File: src/design/ldft_pkg.sv
// ----------------------------------------------------------------------------
// ldft_pkg: shared types and constants for the LED frame transmitter
// Frame layout, register indexes, sequencer stage codes and channel payloads.
// ----------------------------------------------------------------------------
package ldft_pkg;

   localparam int FRAME_LEN = 17;
   localparam int BYTE_POS_W = 5;
   localparam int HEADER_LEN = 7;

   // fixed frame header: address, enable, five range bytes
   localparam logic [7:0] FRAME_HEADER [HEADER_LEN] = '{
      8'h90, 8'h1F, 8'h10, 8'h10, 8'h10, 8'h1A, 8'h1A
   };

   // configuration register indexes
   localparam logic [1:0] CSR_RED_SLOT   = 2'd0;
   localparam logic [1:0] CSR_GREEN_SLOT = 2'd1;
   localparam logic [1:0] CSR_BLUE_SLOT  = 2'd2;

   // slot source codes
   localparam logic [1:0] SRC_RED   = 2'd0;
   localparam logic [1:0] SRC_GREEN = 2'd1;
   localparam logic [1:0] SRC_BLUE  = 2'd2;

   // command codes
   localparam logic CMD_TICK = 1'b0;
   localparam logic CMD_SEND = 1'b1;

   // sub-phase codes inside a byte
   localparam logic [1:0] PH_DATA     = 2'd0;
   localparam logic [1:0] PH_CLK_HIGH = 2'd1;
   localparam logic [1:0] PH_CLK_LOW  = 2'd2;
   localparam logic [1:0] PH_ACK      = 2'd3;

   typedef enum logic [3:0] {
      STAGE_IDLE  = 4'b0001,
      STAGE_START = 4'b0010,
      STAGE_BYTES = 4'b0100,
      STAGE_STOP  = 4'b1000
   } stage_type;

   typedef struct packed {
      logic       command;
      logic [7:0] red;
      logic [7:0] green;
      logic [7:0] blue;
      logic [7:0] ww_level;
      logic [7:0] cw_level;
   } req_type;

   typedef struct packed {
      logic sda_level;
      logic sda_driven;
      logic scl_level;
      logic busy_res;
      logic frame_done;
      logic rejected;
   } rsp_type;

   typedef struct packed {
      logic [1:0] index;
      logic [1:0] wdata;
   } csr_type;

   typedef struct packed {
      logic [1:0] red_src;
      logic [1:0] green_src;
      logic [1:0] blue_src;
   } slot_cfg_type;

endpackage

File: src/design/ldft_if.sv
// ----------------------------------------------------------------------------
// ldft_if: valid/ready channels of the LED frame transmitter
// Request, response and register-write channels with a monitor view.
// ----------------------------------------------------------------------------
interface ldft_req_if;
   logic             valid;
   logic             ready;
   ldft_pkg::req_type payload;
   modport source  (output valid, output payload, input ready);
   modport sink    (input valid, input payload, output ready);
   modport monitor (input valid, input payload, input ready);
endinterface

interface ldft_rsp_if;
   logic             valid;
   logic             ready;
   ldft_pkg::rsp_type payload;
   modport source  (output valid, output payload, input ready);
   modport sink    (input valid, input payload, output ready);
   modport monitor (input valid, input payload, input ready);
endinterface

interface ldft_csr_if;
   logic             valid;
   logic             ready;
   ldft_pkg::csr_type payload;
   modport source  (output valid, output payload, input ready);
   modport sink    (input valid, input payload, output ready);
   modport monitor (input valid, input payload, input ready);
endinterface

File: src/design/ldft_sequencer.sv
// ----------------------------------------------------------------------------
// ldft_sequencer: frame store and bus phase state machine
// Loads the frame on send, advances one bus phase per tick, reports lines.
// ----------------------------------------------------------------------------
module ldft_sequencer (
   input  logic                   clock,
   input  logic                   reset,
   input  logic                   step,
   input  ldft_pkg::req_type      req,
   input  ldft_pkg::slot_cfg_type cfg,
   output ldft_pkg::rsp_type      result
);

   ldft_pkg::stage_type            stage_ff, stage_in;
   logic [ldft_pkg::BYTE_POS_W-1:0] byte_pos_ff, byte_pos_in;
   logic [2:0]                     bit_pos_ff, bit_pos_in;
   logic [1:0]                     sub_ff, sub_in;
   logic                           sda_ff, sda_in;
   logic                           scl_ff, scl_in;
   logic                           drive_ff, drive_in;
   logic [7:0]                     frame_ff [ldft_pkg::FRAME_LEN];
   logic [7:0]                     frame_in [ldft_pkg::FRAME_LEN];
   logic                           load;
   logic                           done;
   logic                           rej;
   logic [7:0]                     slot_level [5];
   logic [ldft_pkg::BYTE_POS_W-1:0] byte_pos_inc;

   function automatic logic [7:0] pick_color(input logic [1:0] sel,
                                             input ldft_pkg::req_type r);
      logic [7:0] level;
      unique case (sel)
         ldft_pkg::SRC_RED:   level = r.red;
         ldft_pkg::SRC_GREEN: level = r.green;
         ldft_pkg::SRC_BLUE:  level = r.blue;
         default:             level = 8'd0;
      endcase
      return level;
   endfunction

   // output slot order in the frame: blue, green, red, warm white, cold white
   assign slot_level[0] = pick_color(cfg.blue_src, req);
   assign slot_level[1] = pick_color(cfg.green_src, req);
   assign slot_level[2] = pick_color(cfg.red_src, req);
   assign slot_level[3] = req.ww_level;
   assign slot_level[4] = req.cw_level;

   // brightness * 4 split into low and high 5-bit halves
   always_comb begin
      for (int i = 0; i < ldft_pkg::HEADER_LEN; i++) begin
         frame_in[i] = ldft_pkg::FRAME_HEADER[i];
      end
      for (int s = 0; s < 5; s++) begin
         frame_in[ldft_pkg::HEADER_LEN + 2*s]     = {3'b000, slot_level[s][2:0], 2'b00};
         frame_in[ldft_pkg::HEADER_LEN + 2*s + 1] = {3'b000, slot_level[s][7:3]};
      end
   end

   assign byte_pos_inc = byte_pos_ff + 1'b1;

   always_comb begin
      stage_in    = stage_ff;
      byte_pos_in = byte_pos_ff;
      bit_pos_in  = bit_pos_ff;
      sub_in      = sub_ff;
      sda_in      = sda_ff;
      scl_in      = scl_ff;
      drive_in    = drive_ff;
      load        = 1'b0;
      done        = 1'b0;
      rej         = 1'b0;
      if (step) begin
         if (req.command == ldft_pkg::CMD_SEND) begin
            if (stage_ff != ldft_pkg::STAGE_IDLE) begin
               rej = 1'b1;
            end else begin
               load        = 1'b1;
               stage_in    = ldft_pkg::STAGE_START;
               byte_pos_in = '0;
               bit_pos_in  = 3'd7;
               sub_in      = ldft_pkg::PH_DATA;
            end
         end else begin
            unique case (stage_ff)
               ldft_pkg::STAGE_IDLE: begin
               end
               ldft_pkg::STAGE_START: begin
                  if (sub_ff == ldft_pkg::PH_DATA) begin
                     sda_in   = 1'b0;
                     drive_in = 1'b1;
                     sub_in   = ldft_pkg::PH_CLK_HIGH;
                  end else begin
                     scl_in      = 1'b0;
                     stage_in    = ldft_pkg::STAGE_BYTES;
                     byte_pos_in = '0;
                     bit_pos_in  = 3'd7;
                     sub_in      = ldft_pkg::PH_DATA;
                  end
               end
               ldft_pkg::STAGE_BYTES: begin
                  if (byte_pos_ff >= ldft_pkg::BYTE_POS_W'(ldft_pkg::FRAME_LEN)) begin
                     // past the frame: fall into the first stop phase
                     stage_in    = ldft_pkg::STAGE_STOP;
                     byte_pos_in = '0;
                     drive_in    = 1'b1;
                     scl_in      = 1'b1;
                     sub_in      = ldft_pkg::PH_CLK_HIGH;
                  end else begin
                     unique case (sub_ff)
                        ldft_pkg::PH_DATA: begin
                           sda_in   = frame_ff[byte_pos_ff][bit_pos_ff];
                           drive_in = 1'b1;
                           sub_in   = ldft_pkg::PH_CLK_HIGH;
                        end
                        ldft_pkg::PH_CLK_HIGH: begin
                           scl_in = 1'b1;
                           sub_in = ldft_pkg::PH_CLK_LOW;
                        end
                        ldft_pkg::PH_CLK_LOW: begin
                           scl_in = 1'b0;
                           if (bit_pos_ff == 3'd0) begin
                              sub_in = ldft_pkg::PH_ACK;
                           end else begin
                              bit_pos_in = bit_pos_ff - 1'b1;
                              sub_in     = ldft_pkg::PH_DATA;
                           end
                        end
                        default: begin
                           if (drive_ff) begin
                              drive_in = 1'b0;
                              scl_in   = 1'b1;
                           end else begin
                              scl_in      = 1'b0;
                              bit_pos_in  = 3'd7;
                              sub_in      = ldft_pkg::PH_DATA;
                              byte_pos_in = byte_pos_inc;
                              if (byte_pos_inc >= ldft_pkg::BYTE_POS_W'(ldft_pkg::FRAME_LEN))
                              begin
                                 stage_in    = ldft_pkg::STAGE_STOP;
                                 byte_pos_in = '0;
                              end
                           end
                        end
                     endcase
                  end
               end
               ldft_pkg::STAGE_STOP: begin
                  if (sub_ff == ldft_pkg::PH_DATA) begin
                     drive_in = 1'b1;
                     scl_in   = 1'b1;
                     sub_in   = ldft_pkg::PH_CLK_HIGH;
                  end else begin
                     drive_in    = 1'b1;
                     sda_in      = 1'b1;
                     done        = 1'b1;
                     stage_in    = ldft_pkg::STAGE_IDLE;
                     sub_in      = ldft_pkg::PH_DATA;
                     bit_pos_in  = 3'd7;
                     byte_pos_in = '0;
                  end
               end
               default: begin
                  stage_in = ldft_pkg::STAGE_IDLE;
               end
            endcase
         end
      end
   end

   always_comb begin
      result.sda_level  = sda_in;
      result.sda_driven = drive_in;
      result.scl_level  = scl_in;
      result.busy_res   = (stage_in != ldft_pkg::STAGE_IDLE);
      result.frame_done = done;
      result.rejected   = rej;
   end

   always_ff @(posedge clock) begin
      if (reset) begin
         stage_ff    <= ldft_pkg::STAGE_IDLE;
         byte_pos_ff <= '0;
         bit_pos_ff  <= 3'd7;
         sub_ff      <= ldft_pkg::PH_DATA;
         sda_ff      <= 1'b1;
         scl_ff      <= 1'b1;
         drive_ff    <= 1'b1;
      end else begin
         stage_ff    <= stage_in;
         byte_pos_ff <= byte_pos_in;
         bit_pos_ff  <= bit_pos_in;
         sub_ff      <= sub_in;
         sda_ff      <= sda_in;
         scl_ff      <= scl_in;
         drive_ff    <= drive_in;
      end
   end

   always_ff @(posedge clock) begin
      if (load) begin
         frame_ff <= frame_in;
      end
   end

endmodule

File: src/design/led_driver_frame_transmitter.sv
// ----------------------------------------------------------------------------
// led_driver_frame_transmitter: two-wire frame sender for a 5-channel LED driver
// Each result is registered in the response register, or in the skid entry
// while the output is held. One item per cycle while the skid is free; the
//   register + skid buffer keeps requests open while a result waits to be taken.
// Reset: synchronous, active high; bus lines idle high, sequencer idle, slot
//   sources back to red/green/blue, response buffer empty. No clearing pass.
// ----------------------------------------------------------------------------
module led_driver_frame_transmitter (
   input  logic               clock,
   input  logic               reset,
   ldft_req_if.sink           req_bus,
   ldft_rsp_if.source         rsp_bus,
   ldft_csr_if.sink           csr_bus
);

   // slot source registers
   logic [1:0]             red_src_ff, green_src_ff, blue_src_ff;
   ldft_pkg::slot_cfg_type slot_cfg;

   // response buffer: output register plus skid entry
   logic                   rsp_valid_ff, rsp_valid_in;
   ldft_pkg::rsp_type      rsp_data_ff, rsp_data_in;
   logic                   skid_valid_ff, skid_valid_in;
   ldft_pkg::rsp_type      skid_data_ff, skid_data_in;

   logic                   req_take;
   logic                   rsp_take;
   ldft_pkg::rsp_type      step_result;

   // ------------------------------------------------------------------
   // Register writes: always ready; writes outside the list are dropped.
   // ------------------------------------------------------------------
   assign csr_bus.ready = 1'b1;

   always_ff @(posedge clock) begin
      if (reset) begin
         red_src_ff   <= ldft_pkg::SRC_RED;
         green_src_ff <= ldft_pkg::SRC_GREEN;
         blue_src_ff  <= ldft_pkg::SRC_BLUE;
      end else if (csr_bus.valid) begin
         unique case (csr_bus.payload.index)
            ldft_pkg::CSR_RED_SLOT:   red_src_ff   <= csr_bus.payload.wdata;
            ldft_pkg::CSR_GREEN_SLOT: green_src_ff <= csr_bus.payload.wdata;
            ldft_pkg::CSR_BLUE_SLOT:  blue_src_ff  <= csr_bus.payload.wdata;
            default: begin
            end
         endcase
      end
   end

   assign slot_cfg.red_src   = red_src_ff;
   assign slot_cfg.green_src = green_src_ff;
   assign slot_cfg.blue_src  = blue_src_ff;

   // ------------------------------------------------------------------
   // Handshakes: accept while the skid entry is free (registered ready).
   // ------------------------------------------------------------------
   assign req_bus.ready = !skid_valid_ff;
   assign req_take      = req_bus.valid && !skid_valid_ff;
   assign rsp_take      = rsp_valid_ff && rsp_bus.ready;

   // Every accepted item advances the sequencer and yields one result.
   ldft_sequencer u_sequencer (
      .clock  (clock),
      .reset  (reset),
      .step   (req_take),
      .req    (req_bus.payload),
      .cfg    (slot_cfg),
      .result (step_result)
   );

   // ------------------------------------------------------------------
   // Response buffer: new results go to the output register when it is
   // free or draining, otherwise park in the skid entry.
   // ------------------------------------------------------------------
   always_comb begin
      rsp_valid_in  = rsp_valid_ff;
      rsp_data_in   = rsp_data_ff;
      skid_valid_in = skid_valid_ff;
      skid_data_in  = skid_data_ff;
      if (skid_valid_ff) begin
         // no new item can arrive; move skid forward once the output drains
         if (rsp_take) begin
            rsp_data_in   = skid_data_ff;
            skid_valid_in = 1'b0;
         end
      end else if (req_take) begin
         if (!rsp_valid_ff || rsp_take) begin
            rsp_valid_in = 1'b1;
            rsp_data_in  = step_result;
         end else begin
            skid_valid_in = 1'b1;
            skid_data_in  = step_result;
         end
      end else if (rsp_take) begin
         rsp_valid_in = 1'b0;
      end
   end

   always_ff @(posedge clock) begin
      if (reset) begin
         rsp_valid_ff  <= 1'b0;
         skid_valid_ff <= 1'b0;
      end else begin
         rsp_valid_ff  <= rsp_valid_in;
         skid_valid_ff <= skid_valid_in;
      end
   end

   // payload holds need no reset
   always_ff @(posedge clock) begin
      rsp_data_ff  <= rsp_data_in;
      skid_data_ff <= skid_data_in;
   end

   assign rsp_bus.valid   = rsp_valid_ff;
   assign rsp_bus.payload = rsp_data_ff;

endmodule

File: src/flat_wrapper.sv
// flat-port wrapper written by rule: the top's interface ports become plain ports
module led_driver_frame_transmitter_flat 
  (clock, reset, req_bus_valid, req_bus_payload, req_bus_ready, rsp_bus_valid, rsp_bus_payload, rsp_bus_ready, csr_bus_valid, csr_bus_payload, csr_bus_ready);
  ldft_req_if req_bus_i ();
  ldft_rsp_if rsp_bus_i ();
  ldft_csr_if csr_bus_i ();
  input  logic clock;
  input  logic reset;
  input wire logic [$bits(req_bus_i.valid)-1:0] req_bus_valid;
  input wire logic [$bits(req_bus_i.payload)-1:0] req_bus_payload;
  output wire logic [$bits(req_bus_i.ready)-1:0] req_bus_ready;
  output wire logic [$bits(rsp_bus_i.valid)-1:0] rsp_bus_valid;
  output wire logic [$bits(rsp_bus_i.payload)-1:0] rsp_bus_payload;
  input wire logic [$bits(rsp_bus_i.ready)-1:0] rsp_bus_ready;
  input wire logic [$bits(csr_bus_i.valid)-1:0] csr_bus_valid;
  input wire logic [$bits(csr_bus_i.payload)-1:0] csr_bus_payload;
  output wire logic [$bits(csr_bus_i.ready)-1:0] csr_bus_ready;
  assign req_bus_i.valid = req_bus_valid;
  assign req_bus_i.payload = req_bus_payload;
  assign req_bus_ready = req_bus_i.ready;
  assign rsp_bus_valid = rsp_bus_i.valid;
  assign rsp_bus_payload = rsp_bus_i.payload;
  assign rsp_bus_i.ready = rsp_bus_ready;
  assign csr_bus_i.valid = csr_bus_valid;
  assign csr_bus_i.payload = csr_bus_payload;
  assign csr_bus_ready = csr_bus_i.ready;
  led_driver_frame_transmitter u_core (.clock(clock), .reset(reset), .req_bus(req_bus_i), .rsp_bus(rsp_bus_i), .csr_bus(csr_bus_i));
endmodule
File: config.mk
export PLATFORM = sky130hd
export DESIGN_NAME = led_driver_frame_transmitter_flat
export DESIGN_NICKNAME = d
export VERILOG_FILES = /design/src/design/ldft_pkg.sv /design/src/design/ldft_if.sv /design/src/design/ldft_sequencer.sv /design/src/design/led_driver_frame_transmitter.sv /design/src/flat_wrapper.sv
export SDC_FILE = /design/constraint.sdc
export NUM_CORES = 1
export LEC_CHECK = 0
export ABC_CLOCK_PERIOD_IN_PS = 5100
export CORE_AREA = 2 2 89 91
export CTS_CLUSTER_SIZE = 28
export DETAILED_ROUTE_END_ITERATION = 6
export DIE_AREA = 0 0 91 93
export DONT_BUFFER_PORTS = 1
export HOLD_SLACK_MARGIN = 0.1
export PLACE_DENSITY = 0.74
export SLEW_MARGIN = 20
export SYNTH_ARGS = -nofsm -noshare
export SYNTH_HDL_FRONTEND = slang
export SYNTH_HIERARCHICAL = 1
export SYNTH_SLANG_ARGS = --single-unit
File: constraint.sdc
create_clock -name clock -period 5.1 [get_ports clock]
set_input_delay 1.02 -clock clock [delete_from_list [all_inputs] [get_ports clock]]
set_output_delay 1.02 -clock clock [all_outputs]
set_load 0.1 [all_outputs]
After elaboration in Yosys (flattened, before gate mapping)
Cells that the tools add are included.

word-level totals
  register bits after elaboration = 77
  bits of input ports = 50
  output and inout bits = 9
  word-level logic and storage cells = 180

cells by class
  $add $sub $neg = 2
  $lt $le $gt $ge = 4
  equality and inequality tests = 27
  mux-type cells = 82
  bitwise operators = 3
  reductions and logical operators = 28

operators with widths
  kind                  count
  $pmux W8 S3           3
  $bmux W8 S5           1
  $mux W4               9
  $mux W5               7
  $mux W1               33
  $mux W6               4
  $mux W3               6
  $mux W8               2
  $ne A4 B4 Y1 const B  4
  $pmux W4 S4           1
  $pmux W1 S3           4
  $pmux W3 S2           2
  $eq A2 B1 Y1 const B  5
  $eq A2 B2 Y1 const B  5
  $ge A5 B5 Y1 const B  2
  $logic_not A2 Y1      5
  $mux W2               5
  $pmux W5 S2           1
  $ne A3 B3 Y1 const B  3
  $reduce_and A3 Y1     3
  $ne A4 B1 Y1 const B  2
  $reduce_and A8 Y1     1
  $ne A7 B7 Y1 const B  1
  $ge A6 B6 Y1 const B  1
  25 further kinds      36

Longest topological paths before layout
  depth after elaboration = 14
  gate-level depth with buffers = 12
  mapped depth without buffers = 9

Modules after synthesis
Netlist, hierarchy kept.

modules (own cells, without submodules)
  module                        times used  cells each  area an instance (um^2)  seq. area each (um^2)
  ldft_sequencer                1           356         3587.2                   1541.5
  led_driver_frame_transmitter  1           59          784.5                    520.5

Least setup slack after synthesis
No wires, ideal clock.

  path kind = register -> register
  start point = reg u_core.skid_valid_ff
  end point = reg u_core/u_sequencer/frame_ff[0] (netlist name), enable pin
  library setup time = 0.437 ns
  arrival = 3.218 ns
  setup slack = 1.445 ns
  cell stages (with the launch flop) = 7
  path buffers = 1
  cells stage by stage = dfxtp_1 -> buf_2 -> inv_1 -> nand2_1 -> inv_1 -> nand2_1 -> nor2_1

on the way
  cells in the longest elaborated chain, start to end = 3

ends and longest elaborated chain
  item                         line                                 RTL
  start: declaration           led_driver_frame_transmitter.sv:24   logic skid_valid_ff, skid_valid_in;
  start signal: assignment     led_driver_frame_transmitter.sv:107  skid_valid_ff <= skid_valid_in;
  $logic_not A1 Y1             --
  net req_bus_ready            flat_wrapper.sv:11                   output wire logic [$bits(req_bus_i.ready)-1:0] req_bus_ready;
  $logic_and A1 B1 Y1          led_driver_frame_transmitter.sv:60   assign req_take = req_bus.valid && !skid_valid_ff;
  net u_core.req_take          led_driver_frame_transmitter.sv:27   logic req_take;
  $mux W1                      ldft_sequencer.sv:72                 if (step) begin
  net u_core.u_sequencer.load  ldft_sequencer.sv:23                 logic load;
  end signal: assignment       ldft_sequencer.sv:201                frame_ff <= frame_in;
  end: declaration             ldft_sequencer.sv:21                 logic [7:0] frame_ff [ldft_pkg::FRAME_LEN];

The timed path passes the listed nets, and every way through them passes these cells.
A chain may end at the register's enable or synchronous reset.

==> flow_metrics.tcl <==
set metrics [dict create \
    run_status "finished, final reports clean" \
    tritoncts.num_buffers 9 \
    skew_ns 0.01217 \
    clock_power_share_pct 36.0 \
    grt.total_usage_pct 21.81 \
    maximum_clock_frequency_ghz 0.2968 \
    cts-htree-levels 3 \
    yosysUniqueCellTypes 74 \
    start_util_pct 58.08 \
    critical_path_capture_point_type "flip-flop" \
    boundaryPins 59 \
    final_hold_viol_count 0 \
    ant_nets 0 \
    max_slew.worst_pin.slew_ns 1.060 \
    core_area_um2 7527 \
    detail_route.wirelength_um 9061 \
    syn_avg_cell_area_um2 10.53 \
    layout_commonest_cell "edfxtp_1" \
    postCtsSetupRepairBufs 0 \
    routed_wire_length_per_instance_um 17.98 \
    internal-power_uw 988.7 \
    ys_seq_area_share_pct 47.17 \
    postCtsHoldBufs 0 \
    synth_flop_cell "edfxtp_1" \
    design.final.nets 456 \
    synth_mux_area_share_pct 13.42 \
    rsz0062_at_grt "false" \
    clock-sinks 77 \
    gr-total-overflow 0 \
    dp.final_hpwl_um 6429 \
    swShare_pct 25.86 \
    synth.ff_latch_count 77 \
    layout-area-overhead-vs-synth_pct 4.808 \
    cap_violations 0 \
    cts.path.max_buffers 2 \
    die_y_um 93 \
    avgViaCountPerCell 6.313 \
    cts.reportedPaths.clkPinSlew_ns 0.09 \
    detail_route.first_pass.iterations 4 \
    finalCriticalPeriod_ns 3.369 \
    vias_in_the_first_global_route 3078 \
    fp-row-count 32 \
    synth-compound-area-share_pct 14.02 \
    die_area_um2 8463 \
    synth_adder_area_share_pct 2.576 \
    die-width_um 91 \
    antenna_cells_inserted 0 \
    synth_simple_gate_area_share_pct 17.97 \
    synth.area.top_cells "edfxtp_1, dfxtp_1, mux2i_1" \
    via_count 3182 \
    power.net_switching_uw 344.8 \
    slew_headroom_pct 29.27 \
    initialDrtViolationCount 242 \
    yosys_warnings 6 \
    synth_edf_count 52 \
    synth.net_count 474 \
    power.sequential.fraction_pct 55.9 \
    drv_slew 0 \
    data_arrival_time_of_the_critical_path_ns 3.48 \
    critPathKind "reg -> reg" \
    yosysTopAreaCellShare_pct 35.72 \
    largest_net_degree_at_the_start_of_global_routing 41 \
    setup_viol_count_final 0 \
    io_buffers 0 \
    grt_antenna_before_repair 0 \
    drive_above_1_share_pct 10.70 \
    share_comb_of_total_power_pct 8.2 \
    largest_driver_fanout_on_the_critical_path 17 \
    synthesis.instances 415 \
    tritoncts "yes" \
    totalNegativeSetupSlack_ns 0 \
    cp.required_ns 5.21 \
    period_share_pct 66.06 \
    post_synth_xor_area_fraction_pct 0.2003 \
    worst_hold_path_type "reg -> reg" \
    async_reset_ff_share_pct 0 \
    synth_top_area_cell "edfxtp_1" \
    grt_pass1_wl_um 14640 \
    total_power_uw 1333 \
    cellLeakagePower_uw 0.001562 \
    worst_ir_drop_vdd_uv 140.0 \
    post_cts_resize_count 0 \
    gp_routability_congestion 0.8413 \
    synthesis.area_um2 4372 \
    cts_root_buffer "clkbuf_8" \
    worst_skew_pair.late_latency_ns 0.35 \
    cp-start-kind "flip-flop" \
    final_cell_mix "edfxtp_1, nand2_1, o21ai_0" \
    power_density_nw_per_um2 291.0 \
    route.detailed.drc 0 \
    dominant_combinational_cell_family_by_area_after_synthesis "simple AND/OR/NAND/NOR gates" \
]
## cell type report
class / instances / area (µm²)
clock buffers: 10 / 137.6
clock inverters: 6 / 67.56
fillers: 650 / 2945
inverters: 13 / 48.80
multi-input cells: 295 / 2118
flip-flops and latches: 77 / 2062
well taps: 102 / 127.6
repair buffers: 1 / 20.02
## routing by layer
layer  global-route usage [%]  up-vias  wire length, µm
met1                    27.85     1534             3798
met5                        0        -                0
met3                    4.996       20              606
li1                         -     1501                -
met4                    9.596        0              198
met2                    35.80      127             4457
## worst max-delay path: stages, from the launching register on
cell      delay [ns]
dfxtp_1         0.84
inv_1           0.22
ha_1            0.39
or3b_1          0.39
o31a_1          0.24
o221ai_1        0.24
o21ai_0         0.15
o21ai_0         0.25
nand3b_1        0.13
mux2_2          0.27
## per-stage QoR
stage / cells / util [%] / cell area [µm²] / hold WS (ns) / worst slack, ns
after floorplan: 415 / - / 4372 / 0.4583 / 1.445
after global placement: 487 / 57.88 / 4357 / 0.4898 / 1.872
after detailed placement: 487 / 57.88 / 4357 / 0.5044 / 1.738
after CTS: 503 / 60.61 / 4562 / 0.5099 / 1.715
after global routing: 504 / 60.87 / 4582 / 0.5577 / 1.403
final: 504 / 60.87 / 4582 / 0.5062 / 1.731
## power groups by stage
stage	registers, µW	clock network [µW]	logic, µW
after floorplan	746	0	98.3
after global placement	758	0	103
after detailed placement	759	0	106
after CTS	745	490	106
after global routing	748	510	120
final	745	480	109
## flip-flops by register name, indices dropped and copies added (netlist names)
register                        cells
u_core/blue_src_ff                  2
u_core/green_src_ff                 2
u_core/red_src_ff                   2
u_core/rsp_bus.payload              6
u_core/rsp_bus.valid                1
u_core/skid_data_ff                 6
u_core/skid_valid_ff                1
u_core/u_sequencer/bit_pos_ff       3
u_core/u_sequencer/byte_pos_ff      5
u_core/u_sequencer/drive_ff         1
u_core/u_sequencer/frame_ff        40
u_core/u_sequencer/scl_ff           1
u_core/u_sequencer/sda_ff           1
u_core/u_sequencer/stage_ff         4
u_core/u_sequencer/sub_ff           2
## cells in the mapped netlist, drive strengths merged, types with 2 or more instances
master	n
a211oi	3
a21oi	21
a22o	2
a22oi	2
a32oi	2
and2	2
and3	5
buf	13
clkbuf	17
dfxtp	25
edfxtp	52
ha	9
inv	13
mux2	7
mux2i	32
mux4	8
nand2	45
nand2b	8
nand3	8
nand3b	4
nor2	22
nor2b	9
nor3	9
nor3b	5
nor4	2
nor4b	6
o21a	3
o21ai	38
o22ai	2
o31ai	3
or2	3
or3	2
or3b	3
or4	2
or4b	3
## path summary, 6_finish.rpt
check | to | slack, ns | cells after the start | startpoint
setup / recovery | u_core/rsp_bus.payload[2] | 1.73 | 9 | u_core/u_sequencer/byte_pos_ff[1]
hold / removal | u_core/u_sequencer/sub_ff[0] | 0.51 | 2 | u_core/u_sequencer/sub_ff[0]
hold reg to reg | u_core/u_sequencer/sub_ff[0] | 0.51 | 2 | u_core/u_sequencer/sub_ff[0]
setup reg to reg | u_core/rsp_bus.payload[2] | 1.73 | 9 | u_core/u_sequencer/byte_pos_ff[1]
## kinds of logic (layout without fill, tap and decap cells)
logic type,Yosys count,after routing
AOI/OAI and AO/OA,96,96
other,1,1
muxes,47,47
buffers and inverters,43,30
adders and majority gates,9,9
xor gates and xnor gates,1,1
and+or+nand+nor,141,141
DFF,77,77
(Power assumes the default switching activity.)
